### src/sv/bfiq_pkg.sv
`timescale 1ns / 1ps

package bfiq_pkg;

    // Store geometry. STORE_BITS must be a power of two, at least one word.
    localparam int STORE_BITS = 65536;
    localparam int KEY_BYTES  = 16;
    localparam int WORD_BITS  = 32;
    localparam int STORE_WORDS = STORE_BITS / WORD_BITS;
    localparam int ADDR_W     = $clog2(STORE_WORDS);
    localparam int MOD_W      = $clog2(STORE_BITS) + 1;
    localparam int SUM_W      = MOD_W + 2;

    // Field widths fixed by the interface.
    localparam int LEN_W      = 5;
    localparam int HCNT_W     = 7;
    localparam int CFG_IDX_W  = 2;
    localparam int CFG_DATA_W = 17;

    // Configuration register indexes and reset values.
    localparam logic [CFG_IDX_W-1:0]  CFG_HASH_COUNT = 2'd0;
    localparam logic [CFG_IDX_W-1:0]  CFG_ARRAY_BITS = 2'd1;
    localparam logic [HCNT_W-1:0]     HASH_COUNT_RST = 7'd7;
    localparam logic [CFG_DATA_W-1:0] ARRAY_BITS_RST = 17'd65536;

    // Command codes on the request port.
    localparam logic [1:0] CMD_INSERT = 2'd0;
    localparam logic [1:0] CMD_QUERY  = 2'd1;
    localparam logic [1:0] CMD_CLEAR  = 2'd2;

    // Hash constants.
    localparam logic [LEN_W-1:0] BLOCK_BYTES = 5'd16;
    localparam logic [31:0] HASH_SEED = 32'h97c29b3a;
    localparam logic [31:0] MUR_C1    = 32'h239b961b;
    localparam logic [31:0] MUR_C2    = 32'hab0e9789;
    localparam logic [31:0] MUR_C3    = 32'h38b34ae5;
    localparam logic [31:0] MUR_C4    = 32'ha1e38b93;
    localparam logic [31:0] FMIX_C1   = 32'h85ebca6b;
    localparam logic [31:0] FMIX_C2   = 32'hc2b2ae35;

    typedef enum logic [1:0] {
        OP_INSERT,
        OP_QUERY,
        OP_CLEAR,
        OP_NOP
    } op_t;

    typedef struct packed {
        op_t              op;
        logic [63:0]      key_low;
        logic [63:0]      key_high;
        logic [LEN_W-1:0] key_length;
    } req_t;

    typedef enum logic [3:0] {
        HS_IDLE,
        HS_KMUL1,
        HS_KMUL2,
        HS_KSTORE,
        HS_BODY,
        HS_TAIL,
        HS_MIX1,
        HS_MIX2,
        HS_F1,
        HS_F2,
        HS_F3,
        HS_FIN1,
        HS_FIN2,
        HS_DONE
    } hash_state_t;

    typedef enum logic [2:0] {
        BK_INIT,
        BK_IDLE,
        BK_HASH,
        BK_MOD,
        BK_RD,
        BK_CHK,
        BK_SWEEP,
        BK_RESULT
    } back_state_t;

    // Rotate left by a small amount.
    function automatic logic [31:0] rotl32(input logic [31:0] x, input logic [4:0] r);
        logic [63:0] t;
        t = {x, x} << r;
        return t[63:32];
    endfunction

    // Per-lane constants of the key mixing step.
    function automatic logic [31:0] lane_ca(input logic [1:0] j);
        logic [31:0] c;
        unique case (j)
            2'd0: c = MUR_C1;
            2'd1: c = MUR_C2;
            2'd2: c = MUR_C3;
            2'd3: c = MUR_C4;
        endcase
        return c;
    endfunction

    function automatic logic [31:0] lane_cb(input logic [1:0] j);
        logic [31:0] c;
        unique case (j)
            2'd0: c = MUR_C2;
            2'd1: c = MUR_C3;
            2'd2: c = MUR_C4;
            2'd3: c = MUR_C1;
        endcase
        return c;
    endfunction

    function automatic logic [4:0] lane_rk(input logic [1:0] j);
        logic [4:0] r;
        unique case (j)
            2'd0: r = 5'd15;
            2'd1: r = 5'd16;
            2'd2: r = 5'd17;
            2'd3: r = 5'd18;
        endcase
        return r;
    endfunction

    function automatic logic [4:0] lane_rh(input logic [1:0] j);
        logic [4:0] r;
        unique case (j)
            2'd0: r = 5'd19;
            2'd1: r = 5'd17;
            2'd2: r = 5'd15;
            2'd3: r = 5'd13;
        endcase
        return r;
    endfunction

    function automatic logic [31:0] lane_add(input logic [1:0] j);
        logic [31:0] c;
        unique case (j)
            2'd0: c = 32'h561ccd1b;
            2'd1: c = 32'h0bcaa747;
            2'd2: c = 32'h96cd1c35;
            2'd3: c = 32'h32ac3b17;
        endcase
        return c;
    endfunction

    // One step of a restoring remainder: shift in one dividend bit.
    function automatic logic [MOD_W-1:0] mod_step(input logic [MOD_W-1:0] rem,
                                                 input logic b,
                                                 input logic [MOD_W-1:0] m);
        logic [MOD_W:0] s;
        s = {rem, b};
        if (s >= {1'b0, m})
            s = s - {1'b0, m};
        return s[MOD_W-1:0];
    endfunction

endpackage

### src/sv/bfiq_front.sv
`timescale 1ns / 1ps

module bfiq_front (
    input  logic                        clk,
    input  logic                        rst_n,
    input  logic                        push,
    output logic                        full,
    input  logic [1:0]                  cmd,
    input  logic [63:0]                 key_low,
    input  logic [63:0]                 key_high,
    input  logic [bfiq_pkg::LEN_W-1:0]  key_length,
    input  logic                        init_busy,
    output logic                        req_valid,
    output bfiq_pkg::req_t              req,
    input  logic                        req_take
);
    import bfiq_pkg::*;

    req_t             q_reg [2];
    logic             wr_reg;
    logic             rd_reg;
    logic [1:0]       cnt_reg;
    logic             accept;
    req_t             cls;
    logic [LEN_W-1:0] len_eff;
    logic [127:0]     key_all;
    logic [127:0]     key_mask;

    // Classify the incoming request: decode the command, clamp the length,
    // and zero the key bytes beyond the length.
    always_comb
    begin
        unique case (cmd)
            CMD_INSERT: cls.op = OP_INSERT;
            CMD_QUERY:  cls.op = OP_QUERY;
            CMD_CLEAR:  cls.op = OP_CLEAR;
            default:    cls.op = OP_NOP;
        endcase
        if (key_length > LEN_W'(KEY_BYTES))
            len_eff = LEN_W'(KEY_BYTES);
        else
            len_eff = key_length;
        key_all = {key_high, key_low};
        for (int b = 0; b < 16; b++)
        begin
            if (LEN_W'(b) < len_eff)
                key_mask[8*b +: 8] = key_all[8*b +: 8];
            else
                key_mask[8*b +: 8] = 8'h00;
        end
        cls.key_low    = key_mask[63:0];
        cls.key_high   = key_mask[127:64];
        cls.key_length = len_eff;
    end

    assign full      = (cnt_reg == 2'd2) || init_busy;
    assign accept    = push && !full;
    assign req_valid = (cnt_reg != 2'd0);
    assign req       = q_reg[rd_reg];

    // Queue pointers and fill level.
    always_ff @(posedge clk or negedge rst_n)
    begin
        if (!rst_n)
        begin
            wr_reg  <= 1'b0;
            rd_reg  <= 1'b0;
            cnt_reg <= 2'd0;
        end
        else
        begin
            if (accept)
                wr_reg <= !wr_reg;
            if (req_take)
                rd_reg <= !rd_reg;
            cnt_reg <= cnt_reg + {1'b0, accept} - {1'b0, req_take};
        end
    end

    // Queue storage.
    always_ff @(posedge clk)
    begin
        if (accept)
            q_reg[wr_reg] <= cls;
    end

endmodule

### config.mk
export PLATFORM = sky130hd
export DESIGN_NAME = bfiq_front
export DESIGN_NICKNAME = d
export VERILOG_FILES = /design/src/sv/bfiq_pkg.sv /design/src/sv/bfiq_front.sv
export SDC_FILE = /design/constraint.sdc
export NUM_CORES = 1
export LEC_CHECK = 0
export BUFFER_PORTS_ARGS = -buffer_cell sky130_fd_sc_hd__clkbuf_2
export CAP_MARGIN = 40
export CORE_UTILIZATION = 57
export DETAILED_ROUTE_END_ITERATION = 12
export PLACE_DENSITY_LB_ADDON = 0.3
export REMOVE_ABC_BUFFERS = 1
export SLEW_MARGIN = 20
export SYNTH_ARGS = -nofsm -noshare
export SYNTH_HDL_FRONTEND = slang
export SYNTH_SLANG_ARGS = --single-unit
### constraint.sdc
create_clock -name clk -period 18.43 [get_ports clk]
set_input_delay 1.843 -clock clk [delete_from_list [all_inputs] [get_ports clk]]
set_output_delay 1.843 -clock clk [all_outputs]
set_load 0.02 [all_outputs]
; ---- Word level (Yosys, flattened, before mapping)
; Memories as Yosys holds them, arrays and structs flattened.
; Cells that the tools add are included.
[totals]
regBits = 4
mem_bits_rw = 270
in_bits = 140
memories = 1
[mem_list]
columns = memory, depth, width, rd, rd_ports_with_merged_regs, wr, line
row1 = q_reg, 2, 135, 1, 0, 1, bfiq_front.sv:19  ; req_t q_reg [2];
[op_classes]
n_addsub = 2
magnitude_cmp = 17
n_eq_ne = 3
muxes = 20
reduce_logical = 7
[ops]
columns = operator, n
row1 = 2-to-1 mux 8 bit, 16
row2 = less-than comparator 4 x 5 -> 1 bit (first input constant), 8
row3 = less-than comparator 3 x 5 -> 1 bit (first input constant), 4
row4 = less-than comparator 1 x 5 -> 1 bit (first input constant), 2
row5 = less-than comparator 2 x 5 -> 1 bit (first input constant), 2
row6 = one-hot mux 2 bit (3 select lines), 1
row7 = greater-than comparator 5 bit (second input constant), 1
row8 = 2-to-1 mux 5 bit, 1
row9 = == test 2 bit (second input constant), 2
row10 = logical NOT 1 bit, 3
row11 = adder 2 x 1 -> 2 bit, 1
row12 = == test 2 x 1 -> 1 bit (second input constant), 1
row13 = logical NOT 2 bit, 1
row14 = 2-to-1 mux 1 bit, 2
row15 = nonzero test 2 bit, 1
row16 = subtractor 2 x 1 -> 2 bit, 1
row17 = logical AND 1 bit, 1
row18 = logical OR 1 bit, 1

; ---- Depth between registers and ports, before layout
[depth]
ltp_word = 6
ltp_mapped = 7
mapped_depth_nobuf = 7

; ---- Worst setup path before layout
; Ideal clock, no wire load.
[synth_path]
path_type = input to register
start = input port init_busy
end = memory q_reg[0][0] (netlist name) (enable)
setup_time_ns = 0.632
arrival_time_ns = 7.698
slack_ns = 10.100
stages = 2
n_path_buf = 0
path_cell_list = nand3b_1 > nor2_1
[synth_between]
elab_chain_len = 5
[synth_rtl]
columns = item, line
row1 = from (decl), bfiq_front.sv:12  ; input logic init_busy,
row2 = logical OR 1 bit, bfiq_front.sv:56  ; assign full = (cnt_reg == 2'd2) || init_busy;
row3 = logical NOT 1 bit, bfiq_front.sv:57  ; assign accept = push && !full;
row4 = logical AND 1 bit, bfiq_front.sv:57
row5 = 2-to-1 mux 1 bit, bfiq_front.sv:83  ; if (accept)
row6 = 2-to-1 mux 1 bit (not written as such), bfiq_front.sv:84  ; q_reg[wr_reg] <= cls;
row7 = to (decl), bfiq_front.sv:19
; Every way passes these cells.

==> results.toml <==
[synth]
synth_area_leaders = "edfxtp_1 (74%), mux2_2 (14%), nor2b_1 (4.8%)"
synth_cell_types = 32
synth-main-ff-cell = "edfxtp_1"
yosys.area.top_type = "edfxtp_1"
synth_edf_count = 270
yosys.area.top_type_share_pct = 74.05
yosysWarnings = 0
synth-seq-cells = 274
synth.cell_area_mm2 = 0.01095
synth_cells = 597
syn_avg_cell_area_um2 = 18.34
async_flop_share_pct = 1.460
seq_area_frac_synth_pct = 74.96

[clock_tree]
cts-root-buf = "clkbuf_16"
insertion_delay_ps = 520
clock-sinks = 274
cts_tree = "built"
post_cts_buffers = 0
htreeDepth = 1
path_clk_slew_ps = 60
cts_made_buffers = 27
cts_buffer_depth = 3
holdBufCountCts = 0
ctsResizeCount = 0

[cells_and_area]
area_growth_pct = 23.38
antennaDiodeCount = 0
largest_reg_flops = 270
final_area_mm2 = 0.01351
final_cell_mix = "clkbuf_2 (276), edfxtp_1 (270), mux2_2 (135)"
layout_commonest_cell = "clkbuf_2"
final_nets = 1031
drive_gt1_share_pct = 51.76

[global_route]
grt-ovfl-total = 0
use_met3_pct = 6.420
grt_pass1_wl_mm = 33.80
grt_use_met2_pct = 38.55
use_met1_pct = 27.05
grt_max_degree = 70
antenna_found_initial = 0
grt_pass1_vias = 6485
grt_use_total_pct = 22.31
grt-busiest-layer = "met2"

[min_path]
min_path_type = "register to register"

[detailed_routing]
first_iter_violations = 282
routedWlPerCell_um = 19.54
firstDrtPassIters = 4
postRouteAntennaNets = 0
vias_per_cell = 5.356
drc = 0
wl_mm = 22.32
route.vias.total = 6116

[floorplanning]
die-area_mm2 = 0.01977
pin_count = 277
start_util_pct = 58.34
coreArea_mm2 = 0.01877
fp-row-count = 50
die_w_um = 140.6
die-height_um = 140.6

[critical_path]
r2r_slack_ps = 16200
timing.rr.end = "q_reg[0][112]"
cp_max_fo = 50
crit_path_start = "rd_reg"
cp-start-kind = "register"
crit_end = "req[7]"
path_class = "register to output port"
r2r_cells = 6
rr_startpoint = "cnt_reg[1]"
cp_data_required_time_ps = 16590
crit_path_end_kind = "output port"
critPathArrivalTime_ps = 2740

[timing]
rsz0062_at_grt = "no"
period_needed_ps = 4583
hold-worst-slack_ps = 505.8
slew_headroom_pct = 43.65
drv_slew = 0
tightest_slew_ps = 834.3
period_share_pct = 24.86
finalSetupTns_ps = 0
finClkSkew_ps = 10.31
final_hold_viol_count = 0
max_freq_ghz = 0.2182
setup_viol = 0

[place]
finalWeightedCongestion = 0.7871
hpwl_mm = 15.17
io_buffers = 276
postPlaceCellArea_mm2 = 0.01265

[power_and_ir_drop]
ir_worst_vdd_v = 0.0001064
p_leak_nw = 5.162
powerDensity_mw_per_mm2 = 139.6

[outcome]
outcome = "finished clean"

[run]
maxCapViolCount = 0
critical path: stages (launching register included):
cell	delay, ps
dfrtp_4	610
buf_16	290
buf_4	440
buf_12	290
mux2_2	370
clkbuf_2	170
synth_stat cells, types with 2 or more instances:
library cell  instances
and3_1               16
nor2b_1              84
mux2_2              135
nor3_4                2
nand2b_1              3
edfxtp_1            270
dfrtp_1               4
and2_1               32
buf_2                18
nor2_1                3
ha_1                  2
inv_1                 2
clkbuf_1              5
xnor2_1               3
final cells by class:
cell class              instances  area [um^2]
multi-input cells             296         2621
inverters                       2        7.507
clock inverters                18        105.1
flip-flops and latches        274         8212
clock buffers                  30        686.9
well taps                     234        292.8
fillers                      1228         5259
repair buffers                288         1584
where the power goes:
group	switching (mW)	internal (mW)	total (mW)
clock network	0.213	0.280	0.492
registers	0.0273	0.778	0.806
logic	0.349	0.238	0.587
kinds of logic (layout without fill, tap and decap cells):
family	after synthesis	count (layout)	share of synthesized area, %
compound gates	10	10	0.8914
flops	274	274	74.96
fa+ha+maj	2	2	0.2285
mux	135	135	13.88
buf+inv	27	338	1.234
simple gates	145	145	8.479
xor+xnor	4	4	0.3200
layer usage:
layer	wire length (um)	vias to the layer above	share of wire [%]
met2	11210	232	50
met4	601	0	2.7
met3	1736	39	7.8
met5	0	-	0
li1	-	2844	-
met1	8769	3001	39
worst min-delay path by stage:
stage,startpoint,end,cells past startpoint,slack [ps]
finish,cnt_reg[1],cnt_reg[1],1,510
global route,cnt_reg[1],cnt_reg[1],1,540
CTS,cnt_reg[1],cnt_reg[1],1,520
detailed placement,cnt_reg[1],cnt_reg[1],1,500
global placement,cnt_reg[1],cnt_reg[1],1,480
floorplan,cnt_reg[1],cnt_reg[1],1,460
through the flow:
step / total power, mW / setup slack (ps) / utilization, % / std cells
after detailed placement: 1.401 / 14250 / 67.40 / 1091
final: 1.886 / 13850 / 71.98 / 1142
after global placement: 1.375 / 14070 / 66.88 / 1087
after floorplan: 1.228 / 10100 / - / 572
after global routing: 1.961 / 13710 / 71.98 / 1142
after CTS: 1.893 / 13700 / 71.62 / 1139
Power figures use the tool's default switching activity.
